===== src/sv/huffman_table_encoder_core_defines.svh =====
// ---------------------------------------------------------------------------
// huffman table encoder assertion macros
// shared property forms, sampled on the block clock, off during reset
// ---------------------------------------------------------------------------
`ifndef HUFFMAN_TABLE_ENCODER_CORE_DEFINES_SVH
`define HUFFMAN_TABLE_ENCODER_CORE_DEFINES_SVH

// same-cycle implication
`define HTE_ASSERT_IMP(label, ante, cons, msg) \
   label: assert property (@(posedge clock) disable iff (reset) (ante) |-> (cons)) \
      else $error(msg);

// next-cycle implication
`define HTE_ASSERT_NXT(label, ante, cons, msg) \
   label: assert property (@(posedge clock) disable iff (reset) (ante) |=> (cons)) \
      else $error(msg);

`endif


===== src/sv/hte_pkg.sv =====
// ---------------------------------------------------------------------------
// hte_pkg
// types and fixed constants of the huffman table encoder
// ---------------------------------------------------------------------------
package hte_pkg;

   localparam logic [1:0] REQ_LOAD   = 2'd0;
   localparam logic [1:0] REQ_ENCODE = 2'd1;
   localparam logic [1:0] REQ_END    = 2'd2;

   localparam int BYTE_BITS = 8;
   localparam int PEND_BITS = 7;
   localparam int END_PAD   = 7;
   localparam int FIELD_CODE_W = 25;
   localparam int FIELD_LEN_W  = 5;

   localparam int QUEUE_DEPTH = 4;
   localparam int QPTR_W      = $clog2(QUEUE_DEPTH);
   localparam int QCNT_W      = $clog2(QUEUE_DEPTH + 1);

   typedef struct packed {
      logic [1:0]              req_type;
      logic [7:0]              symbol;
      logic [FIELD_CODE_W-1:0] code_word;
      logic [FIELD_LEN_W-1:0]  code_length;
   } hte_req_type;

   typedef struct packed {
      logic [7:0] out_byte;
      logic       last_of_run;
      logic       end_of_string;
   } hte_rsp_type;

   typedef struct packed {
      logic [QCNT_W-1:0] count;
      logic              not_empty;
   } hte_qstat_type;

endpackage


===== src/sv/hte_back.sv =====
// ---------------------------------------------------------------------------
// hte_back
// packs codes above the pending bits and sends out one byte a cycle while rsp is not stalled
// ---------------------------------------------------------------------------
`include "huffman_table_encoder_core_defines.svh"

module hte_back import hte_pkg::*; #(
   parameter int MAX_CODE_LEN = 25
) (
   input  logic          clock,
   input  logic          reset,
   input  hte_qstat_type qstat,
   input  logic [((MAX_CODE_LEN < 25) ? MAX_CODE_LEN : 25)
                 + $clog2(((MAX_CODE_LEN < 31) ? MAX_CODE_LEN : 31) + 8) : 0] pop_data,
   output logic          pop,
   output logic          rsp_valid,
   input  logic          rsp_stall,
   output hte_rsp_type   rsp_data
);

   localparam int LEN_SAT = (MAX_CODE_LEN < 31) ? MAX_CODE_LEN : 31;
   localparam int CODE_W  = (MAX_CODE_LEN < 25) ? MAX_CODE_LEN : 25;
   localparam int QLEN_W  = $clog2(LEN_SAT + 8);
   localparam int STAGE_W = PEND_BITS + CODE_W;
   localparam int CNT_W   = $clog2(LEN_SAT + PEND_BITS + END_PAD + 1);

   logic [STAGE_W-1:0] wbits_ff, wbits_in;
   logic [CNT_W-1:0]   wcnt_ff, wcnt_in;
   logic               wend_ff, wend_in;
   logic               rsp_valid_ff, rsp_valid_in;
   hte_rsp_type        rsp_word_ff, rsp_word_in;

   logic                 slot_free;
   logic                 emit;
   logic                 done;
   logic [STAGE_W-1:0]   rem_bits;
   logic [CNT_W-1:0]     rem_cnt;
   logic [PEND_BITS-1:0] pend_bits;
   logic [2:0]           pend_cnt;
   logic                 q_end;
   logic [QLEN_W-1:0]    q_len;
   logic [CODE_W-1:0]    q_code;

   assign {q_end, q_len, q_code} = pop_data;

   always_comb begin
      slot_free = !rsp_valid_ff || !rsp_stall;
      emit      = (wcnt_ff >= CNT_W'(BYTE_BITS)) && slot_free;
      rem_bits  = emit ? (wbits_ff >> BYTE_BITS) : wbits_ff;
      rem_cnt   = emit ? (wcnt_ff - CNT_W'(BYTE_BITS)) : wcnt_ff;
      done      = (rem_cnt < CNT_W'(BYTE_BITS));
      // an end word drops its leftover bits
      pend_bits = wend_ff ? '0 : rem_bits[PEND_BITS-1:0];
      pend_cnt  = wend_ff ? '0 : rem_cnt[2:0];
      pop       = done && qstat.not_empty;

      if (!done) begin
         wbits_in = rem_bits;
         wcnt_in  = rem_cnt;
         wend_in  = wend_ff;
      end else if (pop) begin
         wbits_in = STAGE_W'(pend_bits) | (STAGE_W'(q_code) << pend_cnt);
         wcnt_in  = CNT_W'(pend_cnt) + CNT_W'(q_len);
         wend_in  = q_end;
      end else begin
         wbits_in = STAGE_W'(pend_bits);
         wcnt_in  = CNT_W'(pend_cnt);
         wend_in  = 1'b0;
      end

      rsp_word_in.out_byte      = wbits_ff[BYTE_BITS-1:0];
      rsp_word_in.last_of_run   = done;
      rsp_word_in.end_of_string = done && wend_ff;
      rsp_valid_in = emit || (rsp_valid_ff && rsp_stall);
   end

   always_ff @(posedge clock) begin
      if (reset) begin
         wbits_ff     <= '0;
         wcnt_ff      <= '0;
         wend_ff      <= 1'b0;
         rsp_valid_ff <= 1'b0;
      end else begin
         wbits_ff     <= wbits_in;
         wcnt_ff      <= wcnt_in;
         wend_ff      <= wend_in;
         rsp_valid_ff <= rsp_valid_in;
      end
   end

   always_ff @(posedge clock) begin
      if (emit) begin
         rsp_word_ff <= rsp_word_in;
      end
   end

   assign rsp_valid = rsp_valid_ff;
   assign rsp_data  = rsp_word_ff;

   `HTE_ASSERT_IMP(a_eos_is_last, rsp_valid_ff, !rsp_word_ff.end_of_string || rsp_word_ff.last_of_run, "end mark without last mark")
   `HTE_ASSERT_NXT(a_idle_settles, done && !pop, !wend_ff && (wcnt_ff < CNT_W'(BYTE_BITS)), "work register not settled")
   `HTE_ASSERT_IMP(a_count_bound, 1'b1, wcnt_ff <= CNT_W'(LEN_SAT + PEND_BITS + END_PAD), "bit count overrun")

endmodule


===== config.mk =====
export PLATFORM = sky130hd
export DESIGN_NAME = hte_back
export DESIGN_NICKNAME = d
export VERILOG_FILES = /design/src/sv/hte_pkg.sv /design/src/sv/hte_back.sv
export VERILOG_INCLUDE_DIRS = /design/src /design/src/sv
export SDC_FILE = /design/constraint.sdc
export NUM_CORES = 1
export LEC_CHECK = 0
export ABC_AREA = 0
export CAP_MARGIN = 20
export CELL_PAD_IN_SITES_DETAIL_PLACEMENT = 0
export CELL_PAD_IN_SITES_GLOBAL_PLACEMENT = 1
export CORE_MARGIN = 2
export CORE_UTILIZATION = 24
export CTS_CLUSTER_DIAMETER = 120
export DETAILED_ROUTE_END_ITERATION = 7
export DONT_BUFFER_PORTS = 1
export PLACE_DENSITY_LB_ADDON = 0.1
export SYNTH_ARGS = -nofsm -noshare
export SYNTH_HDL_FRONTEND = slang
export SYNTH_SLANG_ARGS = --single-unit

===== constraint.sdc =====
create_clock -name clock -period 4.95 [get_ports clock]
set_input_delay 0.99 -clock clock [delete_from_list [all_inputs] [get_ports clock]]
set_output_delay 0.99 -clock clock [all_outputs]
set_load 0.02 [all_outputs]

==> impl_metrics.env <==
export IMPL_slew_headroom=0.401
export IMPL_synth_nets=436
export IMPL_period_share=0.608
export IMPL_crit_chain="nand2_1, a32o_1, buf_4, nand3_1, inv_1"
export IMPL_portBuffers=0
export IMPL_synth_seq_area_share=0.284
export IMPL_avgViaCountPerCell=5.63
export IMPL_max_freq_ghz=0.332
export IMPL_synth_area_leader_cell="dfxtp_1"
export IMPL_synth_most_common_cell="nor2_1"
export IMPL_ys_top_cells_by_area="dfxtp_1 21%, mux4_2 8.1%, edfxtp_1 7.7%"
export IMPL_cts_hold_buf=0
export IMPL_antenna_found_initial=0
export IMPL_cts_tree="done"
export IMPL_insertion_delay_ns=0.29
export IMPL_power_density_nw_per_um2=634
export IMPL_dieArea_um2=17200
export IMPL_die_y_um=131
export IMPL_critical_path_max_fanout=22
export IMPL_dp_hpwl_mm=8.87
export IMPL_synth_edf_count=10
export IMPL_synth_main_ff_cell="dfxtp_1"
export IMPL_slowest_stage="buf_4"
export IMPL_antenna_cells=0
export IMPL_drt_initial_drc_count=239
export IMPL_leakagePower_nw=1.35
export IMPL_yosysTopAreaCellShare=0.206
export IMPL_syn_inst=392
export IMPL_clk_pin_slew_worst_paths_ns=0.07
export IMPL_postCtsSetupRepairBufs=0
export IMPL_final_nets=413
export IMPL_post_route_min_period_ns=3.01
export IMPL_syn2layout_area_growth_pct=6.83
export IMPL_path_class="input pin to output pin"
export IMPL_required_ns=3.96
export IMPL_drcViolationCount=0
export IMPL_hold_viol_final=0
export IMPL_synth_area_um2=3880
export IMPL_drive_above_1_share=0.219
export IMPL_cp_end_kind="output pin"
export IMPL_grt_pass1_vias=3332
export IMPL_grt_max_degree=67
export IMPL_design_core_area_um2=15800
export IMPL_drv_cap=0
export IMPL_worstMarginPinSlew_ns=0.899
export IMPL_cts_root_buffer="clkbuf_16"
export IMPL_die_x_um=131
export IMPL_synth_async_reset_ratio=0
export IMPL_routedWlPerCell_um=22.6
export IMPL_numCtsBuffers=5
export IMPL_row_count=46
export IMPL_ys_ff_latch=50
export IMPL_max_stage_delay_ns=0.28
export IMPL_rsz0062_at_grt="no"
export IMPL_crit_arrival_ns=2.02
export IMPL_post_cts_resized=0
export IMPL_finalSetupTns_ns=0
export IMPL_htree_levels=2
export IMPL_ys_types=65
export IMPL_track_usage=0.153
export IMPL_start_kind="input pin"
export IMPL_grt_overflow=0
export IMPL_irDropWorstVdd_uv=261
export IMPL_skew_ns=0.00609
export IMPL_hold_class="flop to flop"
export IMPL_ctsLongestPathBuffers=2
export IMPL_gp_congestion=0.733
export IMPL_ant_nets=0
export IMPL_clock_sinks=50
export IMPL_fin_hold_ws_ns=0.441
export IMPL_vias=3299
export IMPL_synthTopCellsByCount="43 x nor2_1, 40 x dfxtp_1, 25 x o22ai_1, 24 x mux2_2, 18 x a211oi_1"
export IMPL_dr_pass1_iters=5
export IMPL_start_util=0.245
export IMPL_grt_pass1_wl_mm=20.7
export IMPL_ys_warn_count=0
export IMPL_synth_area_per_cell_um2=9.90
export IMPL_slew_viol_final=0
export IMPL_drt_total_wl_mm=13.3
export IMPL_outcome="finished clean"
export IMPL_setup_violations=0
export IMPL_io_pins=51
-- worst max-delay path, delay by kind of cell --
kind                   cells  cell delay [ns]
AND/OR/NAND/NOR            2             0.28
AO/OA/AOI/OAI              1             0.18
buffers and inverters      2             0.56
-- kinds of logic after synthesis --
group / Yosys count / share of synthesized area
compound gates: 141 / 0.306
xor+xnor: 3 / 0.00677
fa+ha+maj: 5 / 0.0181
buf+inv: 52 / 0.0732
flops: 50 / 0.284
mux: 55 / 0.207
simple gates: 86 / 0.105
-- placed cells by master, fill, tap and decap left out, types with 3 or more instances in the layout --
cell type / n
nor3_1: 3
mux4_2: 14
dfxtp_1: 39
o221ai_1: 16
inv_1: 11
o22ai_1: 25
o32ai_1: 5
ha_1: 4
nand2b_1: 4
nand2_1: 13
a211o_1: 15
clkbuf_16: 5
a211oi_1: 18
a2111oi_2: 11
a2111oi_1: 5
o21ai_0: 10
a21oi_1: 4
a2111oi_0: 3
nor2_1: 43
mux2_2: 24
mux2i_1: 11
xor2_1: 3
nor2b_1: 7
edfxtp_1: 10
buf_4: 8
a32o_1: 4
nand3_1: 4
inv_2: 3
a221oi_1: 5
-- path summary, 6_finish.rpt --
path / depth (start not counted) / startpoint / slack, ns / to
setup / recovery: 5 / rsp_stall / 1.94 / pop
hold / removal: 0 / wbits_ff[3]$_SDFF_PP0_ / 0.44 / rsp_data[5]$_DFFE_PN_
setup reg to reg: 7 / wend_ff$_SDFFE_PP0N_ / 2.26 / wcnt_ff[5]$_SDFF_PP0_
hold reg to reg: 0 / wbits_ff[3]$_SDFF_PP0_ / 0.44 / rsp_data[5]$_DFFE_PN_
-- layout make-up --
class	count	area (µm²)
fill	1664	11700
inverter	14	52.6
clock buffer	5	125
clock inverter	3	40.0
timing repair buffer	8	60.1
tap	216	270
multi-input combinational	290	2500
sequential	50	1100
-- through the flow --
step	instances	utilization	power [mW]	area (µm²)	worst slack, ns
2_1_floorplan	392	-	1.93	3880	1.99
5_1_grt	586	0.262	2.82	4150	1.79
3_3_place_gp	578	0.252	2.27	3980	1.92
3_5_place_dp	578	0.252	2.27	3980	1.93
6_report	586	0.262	2.63	4150	1.94
4_1_cts	586	0.262	2.67	4150	1.92
-- layer usage --
layer	part of all wire	vias up	GRT usage	routed length [µm]
li1	-	1539	-	-
met1	0.47	1659	0.213	6290
met2	0.46	89	0.238	6040
met3	0.049	12	0.0320	656
met4	0.020	0	0.0429	263
met5	0	-	0	0
-- state kept, by name, indices dropped and copies added, names as in the netlist --
register   flops
rsp_valid      1
wend_ff        1
wbits_ff      32
rsp_data      10
wcnt_ff        6
-- power breakdown --
part	switching, mW	total (mW)	internal (mW)
registers	0.167	0.774	0.608
clock network	0.158	0.395	0.237
logic	0.875	1.46	0.583
total	1.20	2.63	1.43
(Power assumes the default switching activity.)
