--- config.mk ---
export PLATFORM = sky130hd
export DESIGN_NAME = hte_queue
export DESIGN_NICKNAME = d
export VERILOG_FILES = /design/src/sv/huffman_table_encoder_core_defines.svh /design/src/sv/hte_pkg.sv /design/src/sv/hte_queue.sv
export SDC_FILE = /design/constraint.sdc
export NUM_CORES = 1
export LEC_CHECK = 0
export CORE_MARGIN = 3
export CORE_UTILIZATION = 40
export DETAILED_ROUTE_END_ITERATION = 7
export DONT_BUFFER_PORTS = 1
export GPL_TIMING_DRIVEN = 0
export PLACE_DENSITY = 0.56
export SLEW_MARGIN = 20
export SYNTH_ARGS = -nofsm -noshare
export SYNTH_HDL_FRONTEND = slang
export SYNTH_SLANG_ARGS = --single-unit
export TNS_END_PERCENT = 50
--- constraint.sdc ---
create_clock -name clock -period 1.7 [get_ports clock]
set_input_delay 0.255 -clock clock [delete_from_list [all_inputs] [get_ports clock]]
set_output_delay 0.255 -clock clock [all_outputs]
set_load 0.005 [all_outputs]
--- src/sv/huffman_table_encoder_core_defines.svh ---
// ---------------------------------------------------------------------------
// huffman table encoder assertion macros
// shared property forms, sampled on the block clock, off during reset
// ---------------------------------------------------------------------------
`ifndef HUFFMAN_TABLE_ENCODER_CORE_DEFINES_SVH
`define HUFFMAN_TABLE_ENCODER_CORE_DEFINES_SVH

// same-cycle implication
`define HTE_ASSERT_IMP(label, ante, cons, msg) \
   label: assert property (@(posedge clock) disable iff (reset) (ante) |-> (cons)) \
      else $error(msg);

// next-cycle implication
`define HTE_ASSERT_NXT(label, ante, cons, msg) \
   label: assert property (@(posedge clock) disable iff (reset) (ante) |=> (cons)) \
      else $error(msg);

`endif

--- src/sv/hte_pkg.sv ---
// ---------------------------------------------------------------------------
// hte_pkg
// types and fixed constants of the huffman table encoder
// ---------------------------------------------------------------------------
package hte_pkg;

   localparam logic [1:0] REQ_LOAD   = 2'd0;
   localparam logic [1:0] REQ_ENCODE = 2'd1;
   localparam logic [1:0] REQ_END    = 2'd2;

   localparam int BYTE_BITS = 8;
   localparam int PEND_BITS = 7;
   localparam int END_PAD   = 7;
   localparam int FIELD_CODE_W = 25;
   localparam int FIELD_LEN_W  = 5;

   localparam int QUEUE_DEPTH = 4;
   localparam int QPTR_W      = $clog2(QUEUE_DEPTH);
   localparam int QCNT_W      = $clog2(QUEUE_DEPTH + 1);

   typedef struct packed {
      logic [1:0]              req_type;
      logic [7:0]              symbol;
      logic [FIELD_CODE_W-1:0] code_word;
      logic [FIELD_LEN_W-1:0]  code_length;
   } hte_req_type;

   typedef struct packed {
      logic [7:0] out_byte;
      logic       last_of_run;
      logic       end_of_string;
   } hte_rsp_type;

   typedef struct packed {
      logic [QCNT_W-1:0] count;
      logic              not_empty;
   } hte_qstat_type;

endpackage

--- src/sv/hte_queue.sv ---
// ---------------------------------------------------------------------------
// hte_queue
// short fifo between the lookup front and the bit packing back
// ---------------------------------------------------------------------------
module hte_queue import hte_pkg::*; #(
   parameter int WIDTH = 8
) (
   input  logic             clock,
   input  logic             reset,
   input  logic             push,
   input  logic [WIDTH-1:0] push_data,
   input  logic             pop,
   output logic [WIDTH-1:0] pop_data,
   output hte_qstat_type    qstat
);

   logic [WIDTH-1:0]  slot_ff [QUEUE_DEPTH];
   logic [QPTR_W-1:0] wr_ptr_ff, wr_ptr_in;
   logic [QPTR_W-1:0] rd_ptr_ff, rd_ptr_in;
   logic [QCNT_W-1:0] count_ff, count_in;

   always_comb begin
      wr_ptr_in = push ? wr_ptr_ff + QPTR_W'(1) : wr_ptr_ff;
      rd_ptr_in = pop ? rd_ptr_ff + QPTR_W'(1) : rd_ptr_ff;
      case ({push, pop})
         2'b10:   count_in = count_ff + QCNT_W'(1);
         2'b01:   count_in = count_ff - QCNT_W'(1);
         default: count_in = count_ff;
      endcase
   end

   always_ff @(posedge clock) begin
      if (reset) begin
         wr_ptr_ff <= '0;
         rd_ptr_ff <= '0;
         count_ff  <= '0;
      end else begin
         wr_ptr_ff <= wr_ptr_in;
         rd_ptr_ff <= rd_ptr_in;
         count_ff  <= count_in;
      end
   end

   always_ff @(posedge clock) begin
      if (push) begin
         slot_ff[wr_ptr_ff] <= push_data;
      end
   end

   assign pop_data        = slot_ff[rd_ptr_ff];
   assign qstat.count     = count_ff;
   assign qstat.not_empty = (count_ff != '0);

endmodule

==> summary.txt, run 1 <==
status = finished, final reports clean
Synth top area share = 0.606
DR pass1 iterations = 4
Die ar. = 4760 um2
PwrDens = 1200 nW/um2
Core Region = 3740 um2
# hold bufs at CTS = 0
clock skew = 0.00257 ns
num rows = 22
Post-CTS Setup Bufs = 0
Net Sw Frac = 0.211
synth top area cells = edfxtp_1 (61%), dfxtp_1 (11%), mux4_2 (11%)
maximum capacitance violations = 0
fin crit share = 0.952
TritonCTS sink count = 41
Placed Area = 1650 um2
Detail Placement HPWL = 1560 um
clock network power share = 0.358
slew margin rel. = 0.712
P_leak = 0.000593 uW
vias in the first global route = 714
Synth cell types = 18
global-route usage over all layers = 0.113
sequential share of power = 0.555
final WL = 2280 um
number of vias per cell = 4.91
total gr overflow = 0
first-iteration detailed-routing DRC count = 46
YS warnings = 0
Worst Path Max Fanout = 4
DRC = 0
dominant cell type by area after synthesis = edfxtp_1
Mapped Area = 1590 um2
worst setup path end = count_ff[2]
area grow syn2layout = 10.7%
setup ws final = 0.0817 ns
post-DR wirelength/cell = 15.8 um
TritonCTS clock tree = done
Pint = 1660 uW
R2R setup slack = 0.08 ns
first-pass GRT wire length = 3510 um
Die Height = 69.0 um
RD Place Congestion = 0.672
Gate power share = 0.086
worst endpoint required time = 1.92 ns
Worst setup EP type = flip-flop
Port Buffers = 0
setup tns final = 0 ns
#FFs+latches synth = 41
post-route design area = 1760 um2
Synth Instances = 88
CTS Buffer Depth = 2
final hold vios = 0
H-Tree Level Count = 2
clock-pin slew on the worst setup and hold paths = 0.08 ns
RSZ-0062 raised after global routing = false
R2R cell count = 5
crit path kind = reg2reg
average cell area after synthesis = 18.0 um2
type of origin of the critical path = flip-flop
Worst-Skew Late Latency = 0.29 ns
reg-to-reg startpoint = count_ff[1]
IR drop worst, VDD = 0.673 mV
pre-CTS WS = 0.0881 ns
RR Endpoint = count_ff[2]
Synth Net Count = 106
Worst EP arrival = 1.84 ns
final setup vio count = 0
Die Wd = 69.0 um
TritonCTS Buffers = 5
critical path launch point = count_ff[1]
Final min period = 1.62 ns
ratio of cells with drive above 1 in the final layout = 0.177
count of pins over their slew limit = 0
Nets = 113
largest net degree at the start of global routing = 14
antenna violations before repair = 0
CTS resizes = 0
sequential fraction of the synthesis area = 0.719
Net Sw Power = 445 uW
Routed Antenna Nets = 0
Root Buffer Master = clkbuf_8
Initial Utilization = 0.424
fmax = 0.618 GHz
I/O pin total = 24
ANT cells = 0
Worst-Margin Slew = 0.432 ns
routed vias = 707
Hold Crit Class = in2reg
[power by group through the flow]
stage                     Sequential [uW]  Clock (uW)  Combinational [uW]
after global routing                 1180         815                 205
after floorplan                      1180           0                 152
after CTS                            1170         774                 187
final                                1170         754                 182
after detailed placement             1190           0                 186
after global placement               1190           0                 182
[cell type report]
cell class | instances | area, um2
Buffer | 3 | 20.0
Fill cell | 349 | 1990
Clock inverter | 3 | 41.3
Inverter | 6 | 22.5
Sequential cell | 41 | 1140
Clock buffer | 5 | 68.8
Tap cell | 48 | 60.1
Multi-Input combinational cell | 38 | 403
[kinds of logic (layout without fill, tap and decap cells)]
family	Yosys count	in the layout	share of synthesized area
AO/OA/AOI/OAI	3	3	0.00946
XOR/XNOR	5	5	0.0276
adder cells (fa/ha/maj)	6	6	0.0521
buffers and inverters	9	17	0.0268
flip-flops	41	41	0.719
multiplexers	9	9	0.120
AND/OR/NAND/NOR	15	15	0.0449
[how the worst min path moves through the flow]
stage | startpoint | end | slack, ns | depth (start not counted)
after global routing | push_data[5] | slot_ff[1][5] | 0.04 | 0
after CTS | push_data[0] | slot_ff[1][0] | 0.05 | 0
after detailed placement | push_data[7] | slot_ff[2][7] | 0.35 | 0
after floorplan | push_data[0] | slot_ff[0][0] | 0.35 | 0
final | push_data[0] | slot_ff[1][0] | 0.06 | 0
after global placement | push_data[7] | slot_ff[1][7] | 0.35 | 0
[synth_stat cells, drive strengths merged]
cell / n
a21oi: 2
ha: 5
mux4: 8
buf: 1
o21ai: 1
xor2: 3
xnor2: 2
and2: 4
inv: 6
nor2: 8
dfxtp: 9
or3: 2
nand2: 1
clkbuf: 2
mux2i: 1
edfxtp: 32
fa: 1
[per-stage QoR]
| stage | instances | total power (uW) | utilization | hold WS (ns) |
|---|---|---|---|---|
| 6_report | 144 | 2110 | 0.469 | 0.0556 |
| 5_1_grt | 144 | 2200 | 0.469 | 0.0369 |
| 4_1_cts | 144 | 2130 | 0.469 | 0.0472 |
| 3_5_place_dp | 136 | 1380 | 0.440 | 0.354 |
| 3_3_place_gp | 136 | 1370 | 0.440 | 0.354 |
| 2_1_floorplan | 88 | 1340 | - | 0.354 |
[metal layers]
| metal | share of wire | global-route usage |
|---|---|---|
| met5 | 0 | 0 |
| met4 | 0.028 | 0.0730 |
| met3 | 0.080 | 0.0551 |
| met2 | 0.53 | 0.186 |
| met1 | 0.36 | 0.113 |
[registers in the layout, summed over array words and instances (netlist names), named ones only]
name / cells
slot_ff: 32
count_ff: 3
rd_ptr_ff: 2
wr_ptr_ff: 2
[layout by cell type (no fill, tap or decap), drive strengths merged]
cell,n
clkinvlp,1
xor2,3
or3,2
nand2,1
fa,1
a21oi,2
inv,6
dfxtp,9
xnor2,2
edfxtp,32
ha,5
mux2i,1
o21ai,1
mux4,8
clkinv,1
bufinv,1
clkbuf,7
and2,4
nor2,8
buf,1
[worst max-delay path, stage by stage, from the launching register on]
cell and delay [ns]:
dfxtp_1 0.41, inv_1 0.08, fa_1 0.44, xor2_1 0.18
or3_1 0.31, a21oi_1 0.13
(Power assumes the default switching activity.)
==> run 2: changes to the inputs <==
--- a/config.mk
+++ b/config.mk
@@ -5,12 +5,14 @@
 export SDC_FILE = /design/constraint.sdc
 export NUM_CORES = 1
 export LEC_CHECK = 0
+export ABC_AREA = 1
 export CORE_MARGIN = 3
 export CORE_UTILIZATION = 40
 export DETAILED_ROUTE_END_ITERATION = 7
 export DONT_BUFFER_PORTS = 1
 export GPL_TIMING_DRIVEN = 0
 export PLACE_DENSITY = 0.56
+export SKIP_CTS_REPAIR_TIMING = 1
 export SLEW_MARGIN = 20
 export SYNTH_ARGS = -nofsm -noshare
 export SYNTH_HDL_FRONTEND = slang
==> run 2 against run 1 <==
Effect of this change:
- fmax is 4.2% higher
- first-iteration DRC count is 20% lower
- die area is 2.7% higher
- count of clock-buffer cells in the layout stayed put
- sequential power hardly changed
- combinational power is 9% lower
==> summary.txt, run 2 <==
status = finished, final reports clean
Finished Core Util = 0.482 (+0.0130)
Detail Placement HPWL = 1890 um (+21%)
maximum capacitance violations = 0 (unchanged)
Top Registers = slot_ff (32), count_ff (3)
met1 Resource Use GR = 0.127 (+0.0145)
Hold Crit Class = in2reg
YS warnings = 0 (unchanged)
Synth top area share = 0.589 (-0.0172)
DRC = 0 (unchanged)
CTS Buffer Depth = 2 (unchanged)
Synth Net Count = 151 (+42%)
routed vias = 973 (+38%)
Worst-Margin Slew = 0.389 ns (-0.0427 ns)
RD Place Congestion = 0.758 (+13%)
Placed Area = 1690 um2 (+2.8%)
Die Height = 69.9 um (+1.3%)
crit path kind = reg2out
Worst-Skew Late Latency = 0.30 ns (about the same)
Non-Filler Instances = 189 (+31%)
setup tns final = 0 ns (unchanged)
Die Wd = 69.9 um (+1.3%)
fmax = 0.644 GHz (+4.2%)
Initial Utilization = 0.430 (+0.00604)
I/O pin total = 24 (unchanged)
ratio of cells with drive above 1 in the final layout = 0.121 (-0.0565)
Top reg by flops = slot_ff
Final min period = 1.55 ns (-0.0653 ns)
max reg flops = 32 (unchanged)
total gr overflow = 0 (unchanged)
sequential fraction of the synthesis area = 0.699 (-0.0204)
slew margin rel. = 0.740 (+0.0282)
post-route design area = 1830 um2 (+4.3%)
Net Sw Power = 478 uW (+7.4%)
fin crit share = 0.913 (-0.0384)
final setup vio count = 0 (unchanged)
num rows = 22 (unchanged)
Synth Instances = 133 (+51%)
synth cell count leaders = edfxtp_1 (32), o21ai_0 (18), inv_1 (17), nor2_1 (17)
largest net degree at the start of global routing = 15 (+1)
vias in the first global route = 934 (+31%)
commonest non-fill, non-tap cell in the layout = edfxtp_1
clock-pin slew on the worst setup and hold paths = 0.08 ns (about the same)
Bufs and invs on worst path = 2 (+1)
Crit path max-delay family = flip-flops
global-route usage over all layers = 0.122 (+0.00888)
worst endpoint required time = 1.44 ns (-0.48 ns)
number of synthesized flops with an enable pin = 32 (unchanged)
Gate power share = 0.073 (-0.013)
clock skew = 0.00911 ns (+0.00654 ns)
ANT cells = 0 (unchanged)
sequential share of power = 0.515 (-0.040)
count of pins over their slew limit = 0 (unchanged)
IR drop worst, VDD = 0.584 mV (-13%)
post-DR wirelength/cell = 14.9 um (-5.7%)
final WL = 2820 um (+24%)
first-pass GRT wire length = 4330 um (+23%)
most frequent cells in the layout = edfxtp_1 (32), o21ai_0 (18), nor2_1 (17)
TritonCTS clock tree = done
fillcell total = 332 (-4.9%)
dominant cell type by area after synthesis = edfxtp_1
final hold vios = 0 (unchanged)
Nets = 158 (+40%)
number of vias per cell = 5.15 (+4.9%)
WHS = 0.0433 ns (-0.0123 ns)
Core Region = 3800 um2 (+1.5%)
PwrDens = 1230 nW/um2 (+2.8%)
clock network power share = 0.412 (+0.054)
ys async rst share = 0 (unchanged)
ys flop type = edfxtp_1
average cell area after synthesis = 12.3 um2 (-32%)
met2 usage = 0.193 (+0.00736)
DR pass1 iterations = 4 (unchanged)
first-iteration detailed-routing DRC count = 37 (-20%)
synth top area cells = edfxtp_1 (59%), dfxtp_1 (11%), o21ai_0 (5.5%)
RSZ-0062 raised after global routing = false
Net Sw Frac = 0.212 (+0.000428)
Synth cell types = 17 (-1)
met3 Usage GRT = 0.0691 (+0.0140)
Worst EP arrival = 1.30 ns (-0.54 ns)
gr busiest metal = met2
crit path cell chain = inv_2 > buf_6 > nor2_1 > o22ai_1
Worst path max stage delay = 0.38 ns (-0.06 ns)
P_leak = 0.000701 uW (+18%)
Worst Path Max Fanout = 10 (+6)
Pint = 1780 uW (+7.1%)
Die ar. = 4880 um2 (+2.7%)
Mapped Area = 1630 um2 (+2.9%)
most common cell in the synthesized netlist = edfxtp_1
Root Buffer Master = clkbuf_8
Port Buffers = 0 (unchanged)
#FFs+latches synth = 41 (unchanged)
TritonCTS Buffers = 5 (unchanged)
Worst setup EP type = output pin
area grow syn2layout = 12.2%
type of origin of the critical path = flip-flop
Routed Antenna Nets = 0 (unchanged)
slowest CP cell = dfxtp_2
dpl cells = 181 (+33%)
H-Tree Level Count = 2 (unchanged)
antenna violations before repair = 0 (unchanged)
TritonCTS sink count = 41 (unchanged)
==> run 2: cell families (layout without fill, tap and decap cells) <==
group,after synthesis,count (layout),share of synthesized area
buffers and inverters,20,28,0.0552
AND/OR/NAND/NOR,31,31,0.0774
adder cells (fa/ha/maj),6,6,0.0506
AO/OA/AOI/OAI,35,35,0.118
flip-flops,41,41,0.699
==> run 2: metrics by stage <==
stage | power (uW) | worst slack (ns)
after floorplan | 1300 | 0.368
after global routing | 2350 | 0.0879
after global placement | 1340 | 0.297
after detailed placement | 1350 | 0.271
after CTS | 2280 | 0.0687
final | 2260 | 0.147
==> run 2: worst register-to-register path: cells and delay by family, from the launching register on <==
kind | cells | cell delay [ns]
flip-flops | 1 | 0.37
buffers and inverters | 3 | 0.20
AND/OR/NAND/NOR | 4 | 0.22
adder cells (fa/ha/maj) | 1 | 0.44
==> run 2: routing by layer <==
layer	share of wire	vias to the layer above	wire, um
met3	0.092	7	260
met2	0.48	31	1370
met1	0.40	458	1130
met5	0	-	0
met4	0.022	0	61
li1	-	477	-
==> run 2: cell type report <==
| class | count | area (um2) | share of cell area |
|---|---|---|---|
| clock inverter | 3 | 68.8 | 0.0376 |
| sequential | 41 | 1140 | 0.624 |
| clock buffer | 5 | 68.8 | 0.0376 |
| multi-input combinational | 72 | 402 | 0.219 |
| inverter | 18 | 67.6 | 0.0369 |
| buffer | 2 | 22.5 | 0.0123 |
| tap | 48 | 60.1 | 0.0328 |
==> run 2: worst paths after layout <==
path                start            end  slack [ns]  cells after the start
max reg2reg   count_ff[1]    count_ff[2]        0.38                      8
min          push_data[3]  slot_ff[3][3]        0.04                      0
min reg2reg  rd_ptr_ff[1]      flip-flop        0.44                      1
max             flip-flop    pop_data[7]        0.15                      4
==> run 2: power by group through the flow <==
| stage | Sequential (uW) | Clock, uW | Combinational [uW] |
|---|---|---|---|
| floorplan | 1170 | 0 | 129 |
| global placement | 1180 | 0 | 161 |
| detailed placement | 1180 | 0 | 168 |
| CTS | 1160 | 946 | 169 |
| global route | 1170 | 986 | 194 |
| finish | 1160 | 930 | 166 |
